## src/rtl/core/tfn_pkg.sv

```systemverilog
// tfn_pkg: widths and payload types shared by the face normal datapath.
// No dependencies.
`default_nettype none
package tfn_pkg;

  localparam int PROD_W  = 64;
  localparam int MAG_W   = 30;
  localparam int SQR_W   = 60;
  localparam int SUM_W   = 62;
  localparam int ROOT_W  = 31;
  localparam int REM_W   = 33;
  localparam int OUT_FRAC = 14;
  localparam int NUM_W   = 46;
  localparam int Q_W     = 15;
  localparam int OUT_W   = 16;
  localparam int IDX_W   = 16;
  localparam logic [Q_W-1:0] NORM_ONE = 15'd16384;

  typedef logic [MAG_W-1:0] mag_t;

  typedef struct packed {
    logic [IDX_W-1:0] ia;
    logic [IDX_W-1:0] ib;
    logic [IDX_W-1:0] ic;
    logic [2:0]       neg;
    logic             degen;
  } pay_t;

endpackage
`default_nettype wire

```

## src/rtl/core/tfn_div_cell.sv

```systemverilog
// tfn_div_cell: one quotient bit for all three components of the
// pipelined restoring divider. Uses tfn_pkg.
`default_nettype none
module tfn_div_cell #(
  parameter int SH = 0
) (
  input  logic                                clk,
  input  logic                                rst,
  input  logic                                v_in,
  input  tfn_pkg::pay_t                       pay_in,
  input  logic [tfn_pkg::ROOT_W-1:0]          len_in,
  input  logic [2:0][tfn_pkg::NUM_W-1:0]      rem_in,
  input  logic [2:0][tfn_pkg::Q_W-1:0]        q_in,
  output logic                                v_out,
  output tfn_pkg::pay_t                       pay_out,
  output logic [tfn_pkg::ROOT_W-1:0]          len_out,
  output logic [2:0][tfn_pkg::NUM_W-1:0]      rem_out,
  output logic [2:0][tfn_pkg::Q_W-1:0]        q_out
);

  logic [tfn_pkg::NUM_W-1:0] dvs;
  assign dvs = tfn_pkg::NUM_W'(len_in) << SH;

  always_ff @(posedge clk) begin
    if (rst) begin
      v_out <= 1'b0;
    end else begin
      v_out <= v_in;
    end
  end

  always_ff @(posedge clk) begin
    pay_out <= pay_in;
    len_out <= len_in;
    for (int j = 0; j < 3; j++) begin
      if (rem_in[j] >= dvs) begin
        rem_out[j] <= rem_in[j] - dvs;
        q_out[j]   <= {q_in[j][tfn_pkg::Q_W-2:0], 1'b1};
      end else begin
        rem_out[j] <= rem_in[j];
        q_out[j]   <= {q_in[j][tfn_pkg::Q_W-2:0], 1'b0};
      end
    end
  end

endmodule
`default_nettype wire

```

## config.mk

```make
export PLATFORM = sky130hd
export DESIGN_NAME = tfn_div_cell
export DESIGN_NICKNAME = d
export VERILOG_FILES = /design/src/rtl/core/tfn_pkg.sv /design/src/rtl/core/tfn_div_cell.sv
export SDC_FILE = /design/constraint.sdc
export NUM_CORES = 1
export LEC_CHECK = 0
export BUFFER_PORTS_ARGS = -buffer_cell sky130_fd_sc_hd__clkbuf_2
export CORE_AREA = 5 5 204 206
export DETAILED_ROUTE_END_ITERATION = 16
export DIE_AREA = 0 0 209 211
export GPL_TIMING_DRIVEN = 0
export HOLD_SLACK_MARGIN = 0.08
export PLACE_DENSITY_LB_ADDON = 0.15
export RECOVER_POWER = 25
export SYNTH_ARGS = -nofsm -noshare
export SYNTH_HDL_FRONTEND = slang
export SYNTH_SLANG_ARGS = --single-unit
```

## constraint.sdc

```tcl
create_clock -name clk -period 11.3 [get_ports clk]
set_input_delay 2.825 -clock clk [delete_from_list [all_inputs] [get_ports clk]]
set_output_delay 2.825 -clock clk [all_outputs]
set_load 0.005 [all_outputs]
```

==> run metrics <==
status=completed; post-route ant nets=0; GRT Util Overall=22.2%; initial core utilization=32.1%; M3 GR Usage=4.37%; post-synthesis sequential area ratio=42.2%; final hold vios=0; Sw Ratio=28.7%; Finished Layout Cells=2,538; Hold Crit Class=input pin to flip-flop; Layout area overhead=34.6%; IO Pins=536; busiest grt layer=met2; kind of critical path=input pin to flip-flop; Post-CTS Resized=0; fraction of power consumed by the clock network=38.5%; largest cells by area after synthesis=dfxtp_1 (42%), ha_1 (9.2%), a21oi_1 (5.0%); Die Ht=211 um; Final #Nets=2,348; WHS=2360 ps; Mapped Nets=1,785; register bit total from synthesis=267; CTS tree=built; DRC violations left=0; vias post-DR=12,500; Reg power frac=39.5%; Distinct cells, synth=76; clock sinks=267; Core Box Area=39,500 um^2; DP Cell Count=2,476; crit start category=input pin; share of layout cells above drive strength 1=29.1%; total gr overflow=0; Final GP Congestion=0.899; first-pass GRT wire length=76,000 um; fin crit period=6760 ps; EDFF count, synth=0; syn avg cell area=8.92 um^2; CP required=11,710 ps; GR Util met2=42.5%; vias in the first global route=12,600; met1 GRT Util=23.7%; measured slew at the worst slew-check pin=869 ps; Synth area leader=dfxtp_1; Via density=4.94; Synth top area share=42.2%; first drt pass iteration count=5; Root Driver=clkbuf_16; Clk pin slew, worst setup/hold paths=60 ps; die extent in x=209 um; Post-synth ARST share=0%; # rows=73; Synth top cells by count=dfxtp_1 (267), nand2_1 (149), a21oi_1 (127); critical path startpoint=len_in[0]; initial antenna violation count=9; setup TNS=0 ps; CP Max Fanout=10; Setup Fix Bufs, Post-CTS=0; Die ar.=44,100 um^2; Top FF cell, synth=dfxtp_1; wire per inst=20.5 um; Post-CTS Hold Buffers=0; critical path endpoint category=flip-flop; Max Cap Viol=0; largest net degree at the start of global routing=15; CTS Buf Count=30; dpl cell area=16,000 um^2; Cell Area, Synth=12,700 um^2; Psw=789 uW; RSZ-0062 raised after global routing=false; hpwl dp=44,300 um; Final Max Tran Viols=0; hold_sp=pay_in[39]; Fmax=0.148 GHz; Max Root-Sink Buffers=3; Worst VDD drop=0.133 mV; Routed WL=52,000 um; Comb power frac=22.0%; final setup vio count=0; Cells after Synth=1,420; Worst Path Arrival=7170 ps; Slew HR=41.6%; Buffers on Ports=531; synth warn=0; Pleak=0.00801 uW; count leader, synth=dfxtp_1; First DRT Iteration DRCs=710; htree depth=1; Pint=1960 uW; Power Dens Cells=161 nW/um^2; Tcrit/Tclk final=59.9%; post-route cell area=17,000 um^2
sequential cells by signal, summed over array words and instances (netlist names):
register and cells:
rem_out 138, pay_out 52, q_out 45, len_out 31
v_out 1
routing by layer:
| layer | vias up | routed length, um | share of wire [%] |
|---|---|---|---|
| met3 | 81 | 3120 | 6.0 |
| met2 | 433 | 27700 | 53 |
| met5 | - | 0 | 0 |
| met1 | 5828 | 19300 | 37 |
| li1 | 6204 | - | - |
| met4 | 0 | 1960 | 3.8 |
power groups by stage:
| stage | sequential (uW) | combinational, uW | clock, uW |
|---|---|---|---|
| 6_report | 1090 | 605 | 1060 |
| 3_5_place_dp | 1110 | 610 | 0 |
| 5_1_grt | 1100 | 669 | 1130 |
| 2_1_floorplan | 1120 | 303 | 0 |
| 3_3_place_gp | 1110 | 611 | 0 |
| 4_1_cts | 1090 | 613 | 1090 |
cells by family (layout without fill, tap and decap cells):
family          after synthesis  in the layout  share of synthesized area (%)
fa+ha+maj                    96             96                           9.66
compound gates              397            397                           19.4
xor+xnor                    131            131                           9.06
flops                       267            267                           42.2
other cells                   0              9                              0
mux                           8              8                          0.702
buf+inv                     115            699                           3.59
simple gates                406            406                           15.4
critical path, stage by stage:
cell,delay (ps)
clkbuf_1,390
ha_1,260
inv_1,60
fa_1,420
a211oi_1,290
o21ai_0,250
a41oi_1,590
o211ai_2,270
a21oi_2,470
clkbuf_1,540
clkbuf_1,590
o21ai_0,220
stage by stage:
stage / setup slack, ps / total power (uW) / utilization, %
after global routing: 4190 / 2900 / 43.2
after global placement: 4120 / 1720 / 40.5
after detailed placement: 4080 / 1720 / 40.5
final: 4540 / 2750 / 43.2
after CTS: 4660 / 2790 / 43.2
after floorplan: 5790 / 1420 / -
worst paths after layout:
kind	to	slack, ps	cells after the start
hold / removal	pay_out[39]$_DFF_P_	2360	1
setup / recovery	rem_out[122]$_DFF_P_	4540	12
final cells by class:
cell class              instances  area, um^2
diodes                          9        22.5
multi-input cells            1038        6860
inverters                      61         231
well taps                     525         657
plain buffers                  54         223
flip-flops and latches        267        5350
fillers                      4063       22400
clock inverters                18         277
clock buffers                  35         811
repair buffers                531        2620
placed cells by master, fill, tap and decap left out, types with 19 or more instances in the layout:
cell and n:
nor2_1 78, inv_1 59, a21oi_1 127, o21ai_1 19
o21ai_0 93, xor2_1 68, clkbuf_1 76, clkbuf_2 501
xnor2_1 63, nor4_1 24, nand2_1 149, clkbuf_16 31
ha_1 93, nor3_1 31, a21o_1 47, nand4_1 27
nand3_1 28, dfxtp_1 267
(Power assumes the default switching activity.)
