**src/rtl/core/tfn_pkg.sv**
```systemverilog
// tfn_pkg: widths and payload types shared by the face normal datapath.
// No dependencies.
`default_nettype none
package tfn_pkg;

  localparam int PROD_W  = 64;
  localparam int MAG_W   = 30;
  localparam int SQR_W   = 60;
  localparam int SUM_W   = 62;
  localparam int ROOT_W  = 31;
  localparam int REM_W   = 33;
  localparam int OUT_FRAC = 14;
  localparam int NUM_W   = 46;
  localparam int Q_W     = 15;
  localparam int OUT_W   = 16;
  localparam int IDX_W   = 16;
  localparam logic [Q_W-1:0] NORM_ONE = 15'd16384;

  typedef logic [MAG_W-1:0] mag_t;

  typedef struct packed {
    logic [IDX_W-1:0] ia;
    logic [IDX_W-1:0] ib;
    logic [IDX_W-1:0] ic;
    logic [2:0]       neg;
    logic             degen;
  } pay_t;

endpackage
`default_nettype wire

```
**src/rtl/core/tfn_sqrt_cell.sv**
```systemverilog
// tfn_sqrt_cell: one root bit of the pipelined restoring square root.
// Uses tfn_pkg.
`default_nettype none
module tfn_sqrt_cell (
  input  logic                          clk,
  input  logic                          rst,
  input  logic                          v_in,
  input  tfn_pkg::pay_t                 pay_in,
  input  tfn_pkg::mag_t [2:0]           m_in,
  input  logic [tfn_pkg::SUM_W-1:0]     rad_in,
  input  logic [tfn_pkg::REM_W-1:0]     rem_in,
  input  logic [tfn_pkg::ROOT_W-1:0]    root_in,
  output logic                          v_out,
  output tfn_pkg::pay_t                 pay_out,
  output tfn_pkg::mag_t [2:0]           m_out,
  output logic [tfn_pkg::SUM_W-1:0]     rad_out,
  output logic [tfn_pkg::REM_W-1:0]     rem_out,
  output logic [tfn_pkg::ROOT_W-1:0]    root_out
);

  localparam int TW = tfn_pkg::REM_W + 2;

  logic [TW-1:0] trial;
  logic [TW-1:0] test;
  logic          fits;

  assign trial = {rem_in, rad_in[tfn_pkg::SUM_W-1 -: 2]};
  assign test  = TW'({root_in, 2'b01});
  assign fits  = (trial >= test);

  always_ff @(posedge clk) begin
    if (rst) begin
      v_out <= 1'b0;
    end else begin
      v_out <= v_in;
    end
  end

  always_ff @(posedge clk) begin
    pay_out  <= pay_in;
    m_out    <= m_in;
    rad_out  <= rad_in << 2;
    rem_out  <= fits ? tfn_pkg::REM_W'(trial - test) : trial[tfn_pkg::REM_W-1:0];
    root_out <= {root_in[tfn_pkg::ROOT_W-2:0], fits};
  end

endmodule
`default_nettype wire

```
**config.mk**
```make
export PLATFORM = sky130hd
export DESIGN_NAME = tfn_sqrt_cell
export DESIGN_NICKNAME = d
export VERILOG_FILES = /design/src/rtl/core/tfn_pkg.sv /design/src/rtl/core/tfn_sqrt_cell.sv
export SDC_FILE = /design/constraint.sdc
export NUM_CORES = 1
export LEC_CHECK = 0
export ABC_AREA = 1
export BUFFER_PORTS_ARGS = -buffer_cell sky130_fd_sc_hd__buf_2
export CAP_MARGIN = 10
export CORE_AREA = 2 2 213 215
export DETAILED_ROUTE_END_ITERATION = 16
export DIE_AREA = 0 0 215 217
export MAX_ROUTING_LAYER = met4
export SETUP_SLACK_MARGIN = 0.05
export SYNTH_ARGS = -nofsm -noshare
export SYNTH_HDL_FRONTEND = slang
export SYNTH_SLANG_ARGS = --single-unit
```
**constraint.sdc**
```tcl
create_clock -name clk -period 2.3 [get_ports clk]
set_input_delay 0.575 -clock clk [delete_from_list [all_inputs] [get_ports clk]]
set_output_delay 0.575 -clock clk [all_outputs]
set_load 0.1 [all_outputs]
```
==> results.toml, run 1 <==
[placed_design]
placed_cells = 2185
hpwlAfterDp_mm = 27.4
port_buffers = 537
postPlaceCellArea_um2 = 12800
gp_congestion = 0.890

[logic_synthesis]
netlist_instances = 958
synthFlopType = "dfxtp_1"
netlist_cell_types = 32
synth-edff-count = 0
yosys_register_bits = 267
synth_area_um2 = 8690
seq_area_frac_synth_pct = 61.5
synth_async_sr_flop_share_pct = 0
synthesis.yosys.warnings = 0
syn_area_per_cell_um2 = 9.07

[floorplanning]
die_h_um = 217
design.portCount = 540
core.rowCount = 78
die-width_um = 215
floorplan.initialDensity_pct = 19.4

[cts]
ctsResizeCount = 0
cts.path.max_buffers = 3
cts-root-buf = "clkbuf_16"
post-cts-setup-buffers = 0
cts-hold-fix-buffers = 0
clock-sinks = 267
h-tree-depth = 1
cts_buffers = 28

[grt]
number_of_global_route_vias_before_repair = 8234
total_global_routing_overflow = 0
grt_start_max_net_pins = 22
antenna_found_initial = 8
gr-usage-all-layers_pct = 13.4
grt_first_pass_wirelength_mm = 46.6

[outcome]
run_status = "aborted with a tool error"
stop_stage = "detailed routing"
error = "[ERROR DRT-0255] Maze Route cannot find path of net clk in worker of routeBox ( 193200 0 ) ( 215000 48300 )."
logic make-up after synthesis:
family	after synthesis	share of synthesized area (%)
simple gates	443	22.6
buf+inv	176	8.18
other cells	1	0.0432
compound gates	24	1.44
flops	267	61.5
xor+xnor	14	1.41
fa+ha+maj	33	4.75
cell usage after synthesis, types with 7 or more instances:
master | count | area, um^2
nand3_2 | 16 | 160
nor2_1 | 36 | 135
nand2_1 | 291 | 1090
inv_1 | 156 | 586
nand3b_1 | 9 | 67.6
nor3_1 | 9 | 45.0
nor2_2 | 7 | 43.8
dfxtp_1 | 267 | 5350
a21oi_1 | 21 | 105
xor2_1 | 13 | 114
ha_1 | 33 | 413
nand3_1 | 57 | 285
inv_2 | 9 | 33.8
through the flow:
stage          utilization [%]  setup WS [ps]  setup TNS (ps)
2_1_floorplan                -            284               0
3_3_place_gp              28.6           -125           -3670
3_5_place_dp              28.6           -172           -4330
4_1_cts                   30.8            255               0
5_1_grt                   30.8            223               0
per-layer routing:
metal	GRT usage [%]
met5	-
met2	24.6
met4	5.77
met1	14.0
met3	2.38
==> run 2, diff against run 1 <==
--- a/config.mk
+++ b/config.mk
@@ -8,11 +8,9 @@
 export ABC_AREA = 1
 export BUFFER_PORTS_ARGS = -buffer_cell sky130_fd_sc_hd__buf_2
 export CAP_MARGIN = 10
-export CORE_AREA = 2 2 213 215
+export CORE_UTILIZATION = 20
 export DETAILED_ROUTE_END_ITERATION = 16
-export DIE_AREA = 0 0 215 217
-export MAX_ROUTING_LAYER = met4
-export SETUP_SLACK_MARGIN = 0.05
+export PLACE_DENSITY_LB_ADDON = 0.15
 export SYNTH_ARGS = -nofsm -noshare
 export SYNTH_HDL_FRONTEND = slang
 export SYNTH_SLANG_ARGS = --single-unit
==> run 2 against run 1 <==
Against the previous run:
- global-route usage is 1.6 points higher
- synthesized area is the same
- synthesized cell count is the same
- the flow now finishes without violations
==> results.toml, run 2 <==
[drt]
via_count = 8103
detailedRoute.firstIterationViolations = 221
wl_per_cell_um = 15.6
avgViaCountPerCell = 3.67
detailed_route_drc_error_count = 0
totalWireLength_mm = 34.4
dr.pass1.iters = 5
drtAntennaViolNets = 0

[placed_design]
hpwlAfterDp_mm = 29.0
dp_worst_slack_ps = -130
gp_congestion = 0.816
placed_cells = 2156
port_buffers = 537

[power]
total_leakage_power_nw = 7.64
power.density_cell_area_nw_per_um2 = 1030
vdd_ir_drop_max_mv = 0.543

[grt]
total_global_routing_overflow = 0
number_of_global_route_vias_before_repair = 8253
grt_first_pass_wirelength_mm = 49.5
gr-usage-all-layers_pct = 14.9
grt_start_max_net_pins = 33
antenna_found_initial = 8

[logic_synthesis]
synthFlopType = "dfxtp_1"
seq_area_frac_synth_pct = 61.5
synth_area_um2 = 8690
synth_area_leader_cell = "dfxtp_1"
yosys_register_bits = 267
yosys.area.top_type_share_pct = 61.5
netlist_instances = 958
netlist_cell_types = 32
yosysMostFrequentCell = "nand2_1"
synthTopCellsByCount = "nand2_1, dfxtp_1, inv_1"
synth_async_sr_flop_share_pct = 0
netlist_top_cells_area = "dfxtp_1, nand2_1, inv_1"
syn_area_per_cell_um2 = 9.07
synthesis.yosys.warnings = 0
synth-edff-count = 0

[critical_path]
worstSetupEndpointType = "output pin"
setup.worst_path.class = "flop to output pin"
worst_setup_path_start_kind = "flop"
biggest_cell_delay_along_the_critical_path_ps = 460
critical_path_peak_fanout = 1
worstPathArrival_ps = 1380
timing.critical_path.cells = "buf_2"
critPathBufInv = 1
cp_data_required_time_ps = 1730
worst_path_dominant_cell_family = "buffers and inverters"
cpMaxStageDelayCell = "buf_2"

[floorplanning]
die_area_um2 = 44300
core.rowCount = 75
floorplan.initialDensity_pct = 20.5
area_of_the_core_um2 = 42400
design.portCount = 540
die_h_um = 210
die-width_um = 210

[sta]
worst_case_headroom_to_the_max_slew_limit_pct = 61.1
grt_setup_unrepaired = "no"
tightestPinTransition_ps = 587
fin_crit_ps = 1950
finalSetupViolations = 0
layout_worst_path_cycle_share_pct = 84.9
timing.fmax_ghz = 0.512
hold_viol_final = 0
slew_viol_final = 0
finalWorstSetupSlack_ps = 347

[worst_hold_path]
hold_path_class = "input pin to flop"

[finish]
post_layout_nonfiller_instances = 2210
layout.cells.most_common_list = "buf_2, nand2_1, dfxtp_1, inv_1, buf_4"
finish.utilization_pct = 32.6
flow.area_growth_from_synthesis_pct = 59.1
largest-register = "m_out"
drive_above_1_share_pct = 44.2
mostFrequentLayoutCell = "buf_2"
design.final.nets = 1914
antennaDiodeCount = 0
largest_registers = "m_out x90, rad_out x60, pay_out x52"
largest_register_ff_count = 90

[cts]
cts-hold-fix-buffers = 0
clock-sinks = 267
post-cts-setup-buffers = 0
cts_tree = "built"
h-tree-depth = 1
cts.path.max_buffers = 3
cts_buffers = 29
ctsResizeCount = 0
clk_pin_slew_worst_paths_ps = 70
cts-root-buf = "clkbuf_16"

[outcome]
run_status = "completed"

[job]
maxCapViolations = 0
==> run 2: routing by layer <==
metal	track usage, %	wire length, um	up-vias
li1	-	-	4203
met1	15.4	12600	3571
met2	29.5	18800	265
met3	3.78	2370	54
met4	3.70	626	10
met5	0	75	-
==> run 2: logic make-up after synthesis <==
family | after synthesis | synth area share [%]
simple gates | 443 | 22.6
compound gates | 24 | 1.44
fa+ha+maj | 33 | 4.75
flops | 267 | 61.5
other cells | 1 | 0.0432
xor+xnor | 14 | 1.41
buf+inv | 176 | 8.18
==> run 2: cell type report <==
type | instances | area (um^2)
multi-input cells | 516 | 2630
flip-flops and latches | 267 | 5350
repair buffers | 631 | 3460
fillers | 4563 | 28600
clock buffers | 37 | 806
inverters | 165 | 619
clock inverters | 17 | 235
well taps | 577 | 722
==> run 2: stage by stage <==
step                power (mW)  setup TNS, ps  hold WS, ps  cell area (um^2)
floorplan                 8.27              0          603              8690
global placement          9.35          -2810          677             12800
detailed placement        9.34          -3290          679             12800
CTS                       14.5              0         69.3             13800
global route              14.8              0         73.4             13800
finish                    14.2              0          111             13800
==> run 2: path summary, 6_finish.rpt <==
check	from	slack, ps	cells after the start	end
setup / recovery	pay_out[3]$_DFF_P_	350	1	pay_out[3]
hold / removal	pay_in[46]	110	1	pay_out[46]$_DFF_P_
==> run 2: power breakdown <==
part	internal, mW	switching (mW)
clock	3.05	1.96
combinational	0.825	3.33
sequential	4.96	0.0799
total	8.84	5.37
Power figures use the tool's default switching activity.
