--- src/rtl/core/tfn_pkg.sv ---
// tfn_pkg: widths and payload types shared by the face normal datapath.
// No dependencies.
`default_nettype none
package tfn_pkg;

  localparam int PROD_W  = 64;
  localparam int MAG_W   = 30;
  localparam int SQR_W   = 60;
  localparam int SUM_W   = 62;
  localparam int ROOT_W  = 31;
  localparam int REM_W   = 33;
  localparam int OUT_FRAC = 14;
  localparam int NUM_W   = 46;
  localparam int Q_W     = 15;
  localparam int OUT_W   = 16;
  localparam int IDX_W   = 16;
  localparam logic [Q_W-1:0] NORM_ONE = 15'd16384;

  typedef logic [MAG_W-1:0] mag_t;

  typedef struct packed {
    logic [IDX_W-1:0] ia;
    logic [IDX_W-1:0] ib;
    logic [IDX_W-1:0] ic;
    logic [2:0]       neg;
    logic             degen;
  } pay_t;

endpackage
`default_nettype wire

--- src/rtl/core/tfn_norm_cell.sv ---
// tfn_norm_cell: one step of the leading-one normalizer, shifts left by SH
// when the top SH bits of the running maximum are clear. Uses tfn_pkg.
`default_nettype none
module tfn_norm_cell #(
  parameter int SH = 1
) (
  input  logic                              clk,
  input  logic                              rst,
  input  logic                              v_in,
  input  tfn_pkg::pay_t                     pay_in,
  input  logic [tfn_pkg::PROD_W-1:0]        mx_in,
  input  logic [2:0][tfn_pkg::PROD_W-1:0]   m_in,
  output logic                              v_out,
  output tfn_pkg::pay_t                     pay_out,
  output logic [tfn_pkg::PROD_W-1:0]        mx_out,
  output logic [2:0][tfn_pkg::PROD_W-1:0]   m_out
);

  logic do_shift;
  assign do_shift = (mx_in[tfn_pkg::PROD_W-1 -: SH] == '0);

  always_ff @(posedge clk) begin
    if (rst) begin
      v_out <= 1'b0;
    end else begin
      v_out <= v_in;
    end
  end

  always_ff @(posedge clk) begin
    pay_out <= pay_in;
    if (do_shift) begin
      mx_out <= mx_in << SH;
      for (int j = 0; j < 3; j++) m_out[j] <= m_in[j] << SH;
    end else begin
      mx_out <= mx_in;
      m_out  <= m_in;
    end
  end

endmodule
`default_nettype wire

--- config.mk ---
export PLATFORM = sky130hd
export DESIGN_NAME = tfn_norm_cell
export DESIGN_NICKNAME = d
export VERILOG_FILES = /design/src/rtl/core/tfn_pkg.sv /design/src/rtl/core/tfn_norm_cell.sv
export SDC_FILE = /design/constraint.sdc
export NUM_CORES = 1
export LEC_CHECK = 0
export BUFFER_PORTS_ARGS = -buffer_cell sky130_fd_sc_hd__buf_2
export CORE_AREA = 2 2 242 244
export CTS_CLUSTER_SIZE = 8
export DETAILED_ROUTE_END_ITERATION = 7
export DIE_AREA = 0 0 244 246
export PLACE_DENSITY = 0.42
export SKIP_LAST_GASP = 1
export SYNTH_ARGS = -nofsm -noshare
export SYNTH_HDL_FRONTEND = slang
export SYNTH_SLANG_ARGS = --single-unit
--- constraint.sdc ---
create_clock -name clk -period 0.9 [get_ports clk]
set_input_delay 0.045 -clock clk [delete_from_list [all_inputs] [get_ports clk]]
set_output_delay 0.045 -clock clk [all_outputs]
set_load 0.02 [all_outputs]
==> impl_metrics.env, run 1 <==
export IMPL_slew_headroom=0.7433
export IMPL_root_buffer="clkbuf_16"
export IMPL_row_count=88
export IMPL_place_hpwl_mm=26.08
export IMPL_clock_sinks=309
export IMPL_hold_class="input port to flop"
export IMPL_post_cts_buffers=0
export IMPL_fin_tns_setup_ns=-36.68
export IMPL_tightest_slew_ns=0.3851
export IMPL_power_density_nw_per_um2=1871
export IMPL_whs_path_depth=2
export IMPL_antenna_found_initial=1
export IMPL_avgViaCountPerCell=3.562
export IMPL_critPathSlowestCell="dfxtp_2"
export IMPL_synthMuxAreaShare=0.3021
export IMPL_dieArea_um2=60020
export IMPL_ant_nets=0
export IMPL_crit_path_end_kind="primary output"
export IMPL_ir_drop_mv=1.261
export IMPL_cp_max_fo=1
export IMPL_cp_arrival_ns=1.03
export IMPL_path_class="flop to primary output"
export IMPL_start_util=0.1631
export IMPL_crit_path_cell_trace="buf_6"
export IMPL_grt_pass1_wl_mm=53.65
export IMPL_yosys_register_bits=309
export IMPL_syn_area_um2=9355
export IMPL_num_vias=8297
export IMPL_cts_clk_slew_worst_paths_ns=0.06
export IMPL_finalMaxSlewViolations=0
export IMPL_hold_path_endpoint="m_out[175]"
export IMPL_drcViolationCount=0
export IMPL_rsz0062_at_grt="true"
export IMPL_yosys_area_share_xor_xnor=0
export IMPL_setup_viol=309
export IMPL_hp_start="mx_in[63]"
export IMPL_cts_tree="yes"
export IMPL_total_power_mw=37.38
export IMPL_p_sw_mw=9.279
export IMPL_core_um2=57370
export IMPL_port_buffers=619
export IMPL_leakagePower_nw=8.715
export IMPL_hold_violations=0
export IMPL_synth_compound_area_frac=0
export IMPL_yosysWarningCount=0
export IMPL_crit_path_max_incr_delay_ns=0.36
export IMPL_internal_power_mw=28.10
export IMPL_synth_avg_cell_area_um2=15.75
export IMPL_synth_fa_ha_area_frac=0
export IMPL_wl_per_cell_um=15.96
export IMPL_power_share_switching=0.2482
export IMPL_syn_nets=905
export IMPL_gp_congestion=0.7751
export IMPL_ys_seq_area_frac=0.6612
export IMPL_io_pins=620
export IMPL_synth_cell_types=8
export IMPL_grt_pass1_vias=9412
export IMPL_grt_max_degree=27
export IMPL_synth_top_family_by_area="multiplexers"
export IMPL_status="finished, violations left"
export IMPL_cts_path_max_buffers=3
export IMPL_cts_hold_fix_buffers=309
export IMPL_grt_usage=0.1159
export IMPL_max_freq_ghz=0.9267
export IMPL_sequentialPowerShare=0.414
export IMPL_routed_wl_mm=37.18
export IMPL_period_share=1.199
export IMPL_cp_buffers_inverters=1
export IMPL_path_delay_family="flip-flops"
export IMPL_dp_slack_ns=-0.2240
export IMPL_dr_pass1_iters=4
export IMPL_area_growth_pct=113.5
export IMPL_initialDrtViolationCount=123
export IMPL_netlist_instances=594
export IMPL_place_area_um2=13370
export IMPL_cts_inserted_buffers=44
export IMPL_n_antenna_cell=0
export IMPL_postLayoutCellArea_um2=19980
export IMPL_die_w_um=244
export IMPL_setup_worst_path_start_class="flop"
export IMPL_period_needed_ns=1.079
export IMPL_synth_simple_gate_area_frac=0.004012
export IMPL_clkPwrFrac=0.397
export IMPL_cp_required_ns=0.85
export IMPL_violations="setup timing"
export IMPL_drv_cap=0
export IMPL_fin_nets=1872
export IMPL_drive_above_1_share=0.7992
export IMPL_globalRouteOverflowTotal=0
export IMPL_ctsHtreeMaxLevel=2
export IMPL_die_y_um=246
export IMPL_p_comb_frac=0.189
export IMPL_setup_ws_ns=-0.1791
[layout make-up]
class,count,area [µm²]
clock inverter,1,16.27
sequential,309,6575
clock buffer,48,1169
tap,765,957.2
multi-input combinational,257,2867
timing repair buffer,949,8392
fill,5544,37390
[synthesized netlist by cell type]
cell | number | area, µm²
buf_2 | 1 | 5.000
and2_1 | 4 | 25.02
mux2_2 | 251 | 2826
nor2b_1 | 1 | 6.260
or2_2 | 1 | 6.260
buf_4 | 1 | 7.510
dfxtp_1 | 309 | 6186
buf_6 | 26 | 292.8
[logic make-up (layout without fill, tap and decap cells)]
kind of cell / Yosys count / count (layout)
and+or+nand+nor: 6 / 6
muxes: 251 / 251
buffers and inverters: 28 / 998
DFF: 309 / 309
[sequential cells by signal, summed over array words and instances (netlist names)]
| register | count |
|---|---|
| pay_out | 52 |
| m_out | 192 |
| mx_out | 64 |
| v_out | 1 |
[cell usage in the layout (no fill, tap or decap), drive strengths merged]
cell type,synthesis,final
mux2,251,251
dlygate4sd3,0,309
dfxtp,309,309
nor2b,1,1
buf,28,640
or2,1,1
clkinv,0,1
clkbuf,0,48
and2,4,4
[metrics by stage]
stage	cells	hold slack, ns	util
final	2329	0.006253	0.3482
after global routing	2329	-0.008671	0.3482
after CTS	2329	-0.02788	0.3481
after detailed placement	1971	0.1487	0.2331
after global placement	1971	0.1482	0.2331
after floorplan	594	0.07272	-
[per-layer routing]
metal / track usage / share of wire / up-vias
met5: 0 / 0 / -
li1: - / - / 3981
met3: 0.03551 / 0.071 / 75
met1: 0.1169 / 0.36 / 3897
met2: 0.2199 / 0.54 / 344
met4: 0.04788 / 0.033 / 0
[what timing repair did]
action / in CTS / in global routing
hold endpoints to repair: 309 / 3
resized for setup: 925 / 4
endpoints found under the setup margin: 309 / 310
[power groups by stage]
stage	clock [mW]	combinational (mW)	sequential, mW
global placement	0	4.78	15.3
CTS	15.4	7.07	15.5
detailed placement	0	4.79	15.3
global route	15.9	7.42	15.5
finish	14.8	7.06	15.5
floorplan	0	1.20	16.6
[worst max path at each step]
| stage | depth (start not counted) | slack [ns] | endpoint | startpoint |
|---|---|---|---|---|
| 2_1_floorplan | 3 | 0.11 | m_out[154] | mx_in[63] |
| 6_report | 1 | -0.18 | m_out[84] | m_out[84] |
| 3_5_place_dp | 3 | -0.22 | m_out[156] | mx_in[63] |
| 4_1_cts | 1 | -0.22 | m_out[84] | m_out[84] |
| 3_3_place_gp | 3 | -0.21 | m_out[118] | mx_in[63] |
| 5_1_grt | 1 | -0.22 | m_out[61] | m_out[61] |
Note: power is estimated with default switching activity, not from simulation.
==> run 2, diff against run 1 <==
- clock period: 0.9 -> 1.1 ns (I/O delays scaled with it)
==> impl_metrics.env, run 2 (synthesis gave the netlist of run 1 again) <==
export IMPL_globalRouteOverflowTotal=0
export IMPL_tightest_slew_ns=0.4020
export IMPL_max_freq_ghz=0.8804
export IMPL_avgViaCountPerCell=3.586
export IMPL_drive_above_1_share=0.6815
export IMPL_fin_tns_setup_ns=-0.3023
export IMPL_die_w_um=244
export IMPL_ctsHtreeMaxLevel=2
export IMPL_cts_tree="yes"
export IMPL_period_needed_ns=1.136
export IMPL_path_delay_family="buffers and inverters"
export IMPL_gp_congestion=0.7713
export IMPL_area_growth_pct=114.5
export IMPL_setup_worst_path_start_class="input port"
export IMPL_cp_buffers_inverters=3
export IMPL_nFillCells=5542
export IMPL_total_power_mw=30.40
export IMPL_wl_per_cell_um=15.92
export IMPL_port_buffers=619
export IMPL_top_regs="m_out (192), mx_out (64), pay_out (52)"
export IMPL_cp_max_fo=2
export IMPL_power_density_nw_per_um2=1515
export IMPL_cp_required_ns=1.53
export IMPL_largest_register="m_out"
export IMPL_hold_path_endpoint="m_out[0]"
export IMPL_hp_start="mx_in[63]"
export IMPL_period_share=1.033
export IMPL_io_pins=620
export IMPL_start_util=0.1631
export IMPL_violations="setup timing"
export IMPL_fin_nets=1925
export IMPL_critPathSlowestCell="dlygate4sd3_1"
export IMPL_rsz0062_at_grt="true"
export IMPL_grt_pass1_wl_mm=55.75
export IMPL_dieArea_um2=60020
export IMPL_setup_viol=26
export IMPL_whs_path_depth=3
export IMPL_grt_max_degree=33
export IMPL_antenna_found_initial=3
export IMPL_initialDrtViolationCount=130
export IMPL_grt_usage=0.1205
export IMPL_cts_inserted_buffers=44
export IMPL_worst_path_most_repeated_cell="dlygate4sd3_1"
export IMPL_final_common_cell="dlygate4sd3_1"
export IMPL_crit_path_max_incr_delay_ns=0.57
export IMPL_drcViolationCount=0
export IMPL_routed_wl_mm=37.94
export IMPL_root_buffer="clkbuf_16"
export IMPL_crit_path_cell_trace="dlygate4sd3_1 > buf_2 > mux2_2 > dlygate4sd3_1"
export IMPL_clock_sinks=309
export IMPL_finalMaxSlewViolations=0
export IMPL_leakagePower_nw=8.809
export IMPL_path_class="input port to flop"
export IMPL_hold_violations=0
export IMPL_core_um2=57370
export IMPL_die_y_um=246
export IMPL_critPathLaunch="mx_in[37]"
export IMPL_dr_pass1_iters=4
export IMPL_cts_path_max_buffers=3
export IMPL_status="finished, violations left"
export IMPL_ir_drop_mv=1.078
export IMPL_crit_path_end_kind="flop"
export IMPL_row_count=88
export IMPL_ant_nets=0
export IMPL_slew_headroom=0.7311
export IMPL_place_hpwl_mm=26.24
export IMPL_setup_ws_ns=-0.03587
export IMPL_grt_pass1_vias=9886
export IMPL_drv_cap=0
export IMPL_num_vias=8546
export IMPL_hold_class="input port to flop"
export IMPL_largest_reg_flops=192
export IMPL_layout_common_cells="382 x dlygate4sd3_1, 297 x buf_2, 251 x mux2_2"
export IMPL_cp_arrival_ns=1.56
export IMPL_cts_clk_slew_worst_paths_ns=0.05
==> run 2: how the worst max path moves through the flow <==
stage | end | cells after the start
floorplan | m_out[154] | 3
global placement | m_out[7] | 3
detailed placement | m_out[38] | 3
CTS | m_out[38] | 1
global route | m_out[17] | 4
finish | mx_out[38] | 4
==> run 2: area by class of cell <==
type	count	area [µm²]	share of cell area
clock inverter	3	45.04	0.002245
clock buffer	46	1119	0.05574
antenna	1	2.502	0.0001247
timing repair buffer	1002	8661	0.4316
tap	765	957.2	0.04770
sequential	309	6419	0.3199
multi-input combinational	257	2864	0.1427
==> run 2: stage by stage <==
step,hold slack (ns),cell area [µm²],setup WS [ns],instances,utilization
after floorplan,0.08272,9355,0.3031,594,-
after global placement,0.1582,13330,0.0005496,1967,0.2324
after detailed placement,0.1586,13330,-0.01924,1967,0.2324
after CTS,0.02589,19950,-0.02572,2415,0.3478
after global routing,0.008208,20070,-0.02782,2383,0.3498
final,0.02760,20070,-0.03587,2383,0.3498
==> run 2: repair_timing <==
action / CTS / global route
hold buffers: 399 / 4
pin swaps: 0 / 0
gates resized for setup: 564 / 146
endpoints found under the setup margin: 282 / 190
endpoints found under the hold margin: 309 / 5
buffers inserted: 0 / 0
==> run 2: power breakdown <==
| part | total, mW | internal [mW] | switching (mW) |
|---|---|---|---|
| Sequential | 12.5 | 12.2 | 0.371 |
| Combinational | 5.90 | 3.45 | 2.44 |
| Clock | 12.0 | 7.13 | 4.83 |
==> run 2: layer usage <==
layer,part of all wire,wire length [µm],vias to the layer above,global-route usage
li1,-,-,4087,-
met1,0.35,13280,3997,0.1182
met2,0.54,20410,382,0.2310
met3,0.076,2896,80,0.03976
met4,0.036,1354,0,0.04914
met5,0,0,-,0
==> run 3, diff against run 2 <==
- TNS_END_PERCENT: not set -> 50
==> impl_metrics.env, run 3 (synthesis gave the netlist of run 1 again) <==
export IMPL_status="finished, violations left"
export IMPL_violations="setup timing"
export IMPL_io_pins=620
export IMPL_hold_violations=0
export IMPL_cts_inserted_buffers=44
export IMPL_drv_cap=0
export IMPL_ir_drop_mv=1.081
export IMPL_grt_max_degree=33
export IMPL_dp_cells=1967
export IMPL_rsz0062_at_grt="true"
export IMPL_largest_register="m_out"
export IMPL_start_util=0.1631
export IMPL_row_count=88
export IMPL_final_util=0.3480
export IMPL_period_share=1.034
export IMPL_dp_slack_ns=-0.01924
export IMPL_initialDrtViolationCount=158
export IMPL_cp_required_ns=1.53
export IMPL_finalMaxSlewViolations=0
export IMPL_top_regs="m_out (192), mx_out (64), pay_out (52)"
export IMPL_globalRouteOverflowTotal=0
export IMPL_ant_nets=0
export IMPL_root_buffer="clkbuf_16"
export IMPL_setup_worst_path_start_class="input port"
export IMPL_cts_tree="yes"
export IMPL_die_w_um=244
export IMPL_gp_congestion=0.7713
export IMPL_drcViolationCount=0
export IMPL_hold_class="input port to flop"
export IMPL_cts_path_max_buffers=3
export IMPL_die_y_um=246
export IMPL_final_cells=2405
export IMPL_final_common_cell="dlygate4sd3_1"
export IMPL_cp_arrival_ns=1.56
export IMPL_cp_max_fo=2
export IMPL_power_density_nw_per_um2=1518
export IMPL_fin_nets=1946
export IMPL_area_growth_pct=113.4
export IMPL_layout_common_cells="394 x dlygate4sd3_1, 373 x buf_2, 251 x mux2_2"
export IMPL_leakagePower_nw=8.814
export IMPL_wl_per_cell_um=15.92
export IMPL_clock_sinks=309
export IMPL_grt_usage=0.1191
export IMPL_largest_reg_flops=192
export IMPL_avgViaCountPerCell=3.598
export IMPL_dr_pass1_iters=4
export IMPL_cts_clk_slew_worst_paths_ns=0.05
export IMPL_setup_viol=42
export IMPL_max_freq_ghz=0.8791
export IMPL_grt_pass1_vias=9833
export IMPL_port_buffers=619
export IMPL_dieArea_um2=60020
export IMPL_period_needed_ns=1.138
export IMPL_place_hpwl_mm=26.24
export IMPL_drive_above_1_share=0.6618
export IMPL_grt_pass1_wl_mm=55.17
export IMPL_setup_ws_ns=-0.03751
export IMPL_antenna_found_initial=3
export IMPL_critPathLaunch="mx_in[10]"
export IMPL_nFillCells=5579
export IMPL_path_class="input port to flop"
export IMPL_slew_headroom=0.7048
export IMPL_core_um2=57370
export IMPL_crit_path_end_kind="flop"
export IMPL_tightest_slew_ns=0.4413
export IMPL_endpoint="mx_out[10]"
export IMPL_num_vias=8652
export IMPL_ctsHtreeMaxLevel=2
export IMPL_routed_wl_mm=38.28
run 3: report_power, final:
part	switching, mW	internal, mW	total (mW)
clock	4.83	7.13	12.0
combinational	2.47	3.37	5.85
sequential	0.350	12.2	12.5
total	7.65	22.7	30.3
run 3: per-layer routing:
metal	track usage	up-vias	routed length (µm)
li1	-	4137	-
met1	0.1167	4049	13500
met2	0.2262	384	20530
met3	0.03911	82	2787
met4	0.05344	0	1465
met5	0	-	0
run 3: critical path, stage by stage:
cell,delay (ns)
dlygate4sd3_1,0.53
buf_2,0.13
mux2_2,0.26
dlygate4sd3_1,0.58
run 3: timing repair:
action | in CTS | in global routing
endpoints found under the setup margin | 282 | 260
gates cloned | 0 | 0
hold endpoints to repair | 309 | 3
setup buffers | 0 | 0
gates resized for setup | 391 | 213
hold buffers | 399 | 3
run 3: through the flow:
step | power, mW | instance area [µm²] | hold slack [ns] | setup TNS (ns)
finish | 30.32 | 19970 | 0.02675 | -0.5327
detailed placement | 16.40 | 13330 | 0.1586 | -0.2311
global route | 31.62 | 19960 | 0.008208 | -1.508
global placement | 16.40 | 13330 | 0.1582 | 0
CTS | 30.53 | 19490 | 0.02589 | -2.124
floorplan | 14.58 | 9355 | 0.08272 | 0
run 3: layout make-up:
cell class,instances,area [µm²],area share
Antenna cell,2,5.005,0.0002507
Clock buffer,46,1119,0.05603
Clock inverter,3,45.04,0.002256
Multi-Input combinational cell,257,2864,0.1434
Sequential cell,309,6385,0.3198
Tap cell,765,957.2,0.04794
Timing Repair Buffer,1023,8591,0.4303
run 3: worst min-delay path by stage:
stage                from          end  slack, ns  cells past startpoint
2_1_floorplan   pay_in[0]   pay_out[0]       0.08                      0
3_3_place_gp    pay_in[1]   pay_out[1]       0.16                      1
3_5_place_dp   pay_in[23]  pay_out[23]       0.16                      1
4_1_cts         mx_in[63]     m_out[0]       0.03                      3
5_1_grt         mx_in[63]     m_out[0]      0.008                      3
6_report        mx_in[63]     m_out[0]       0.03                      3
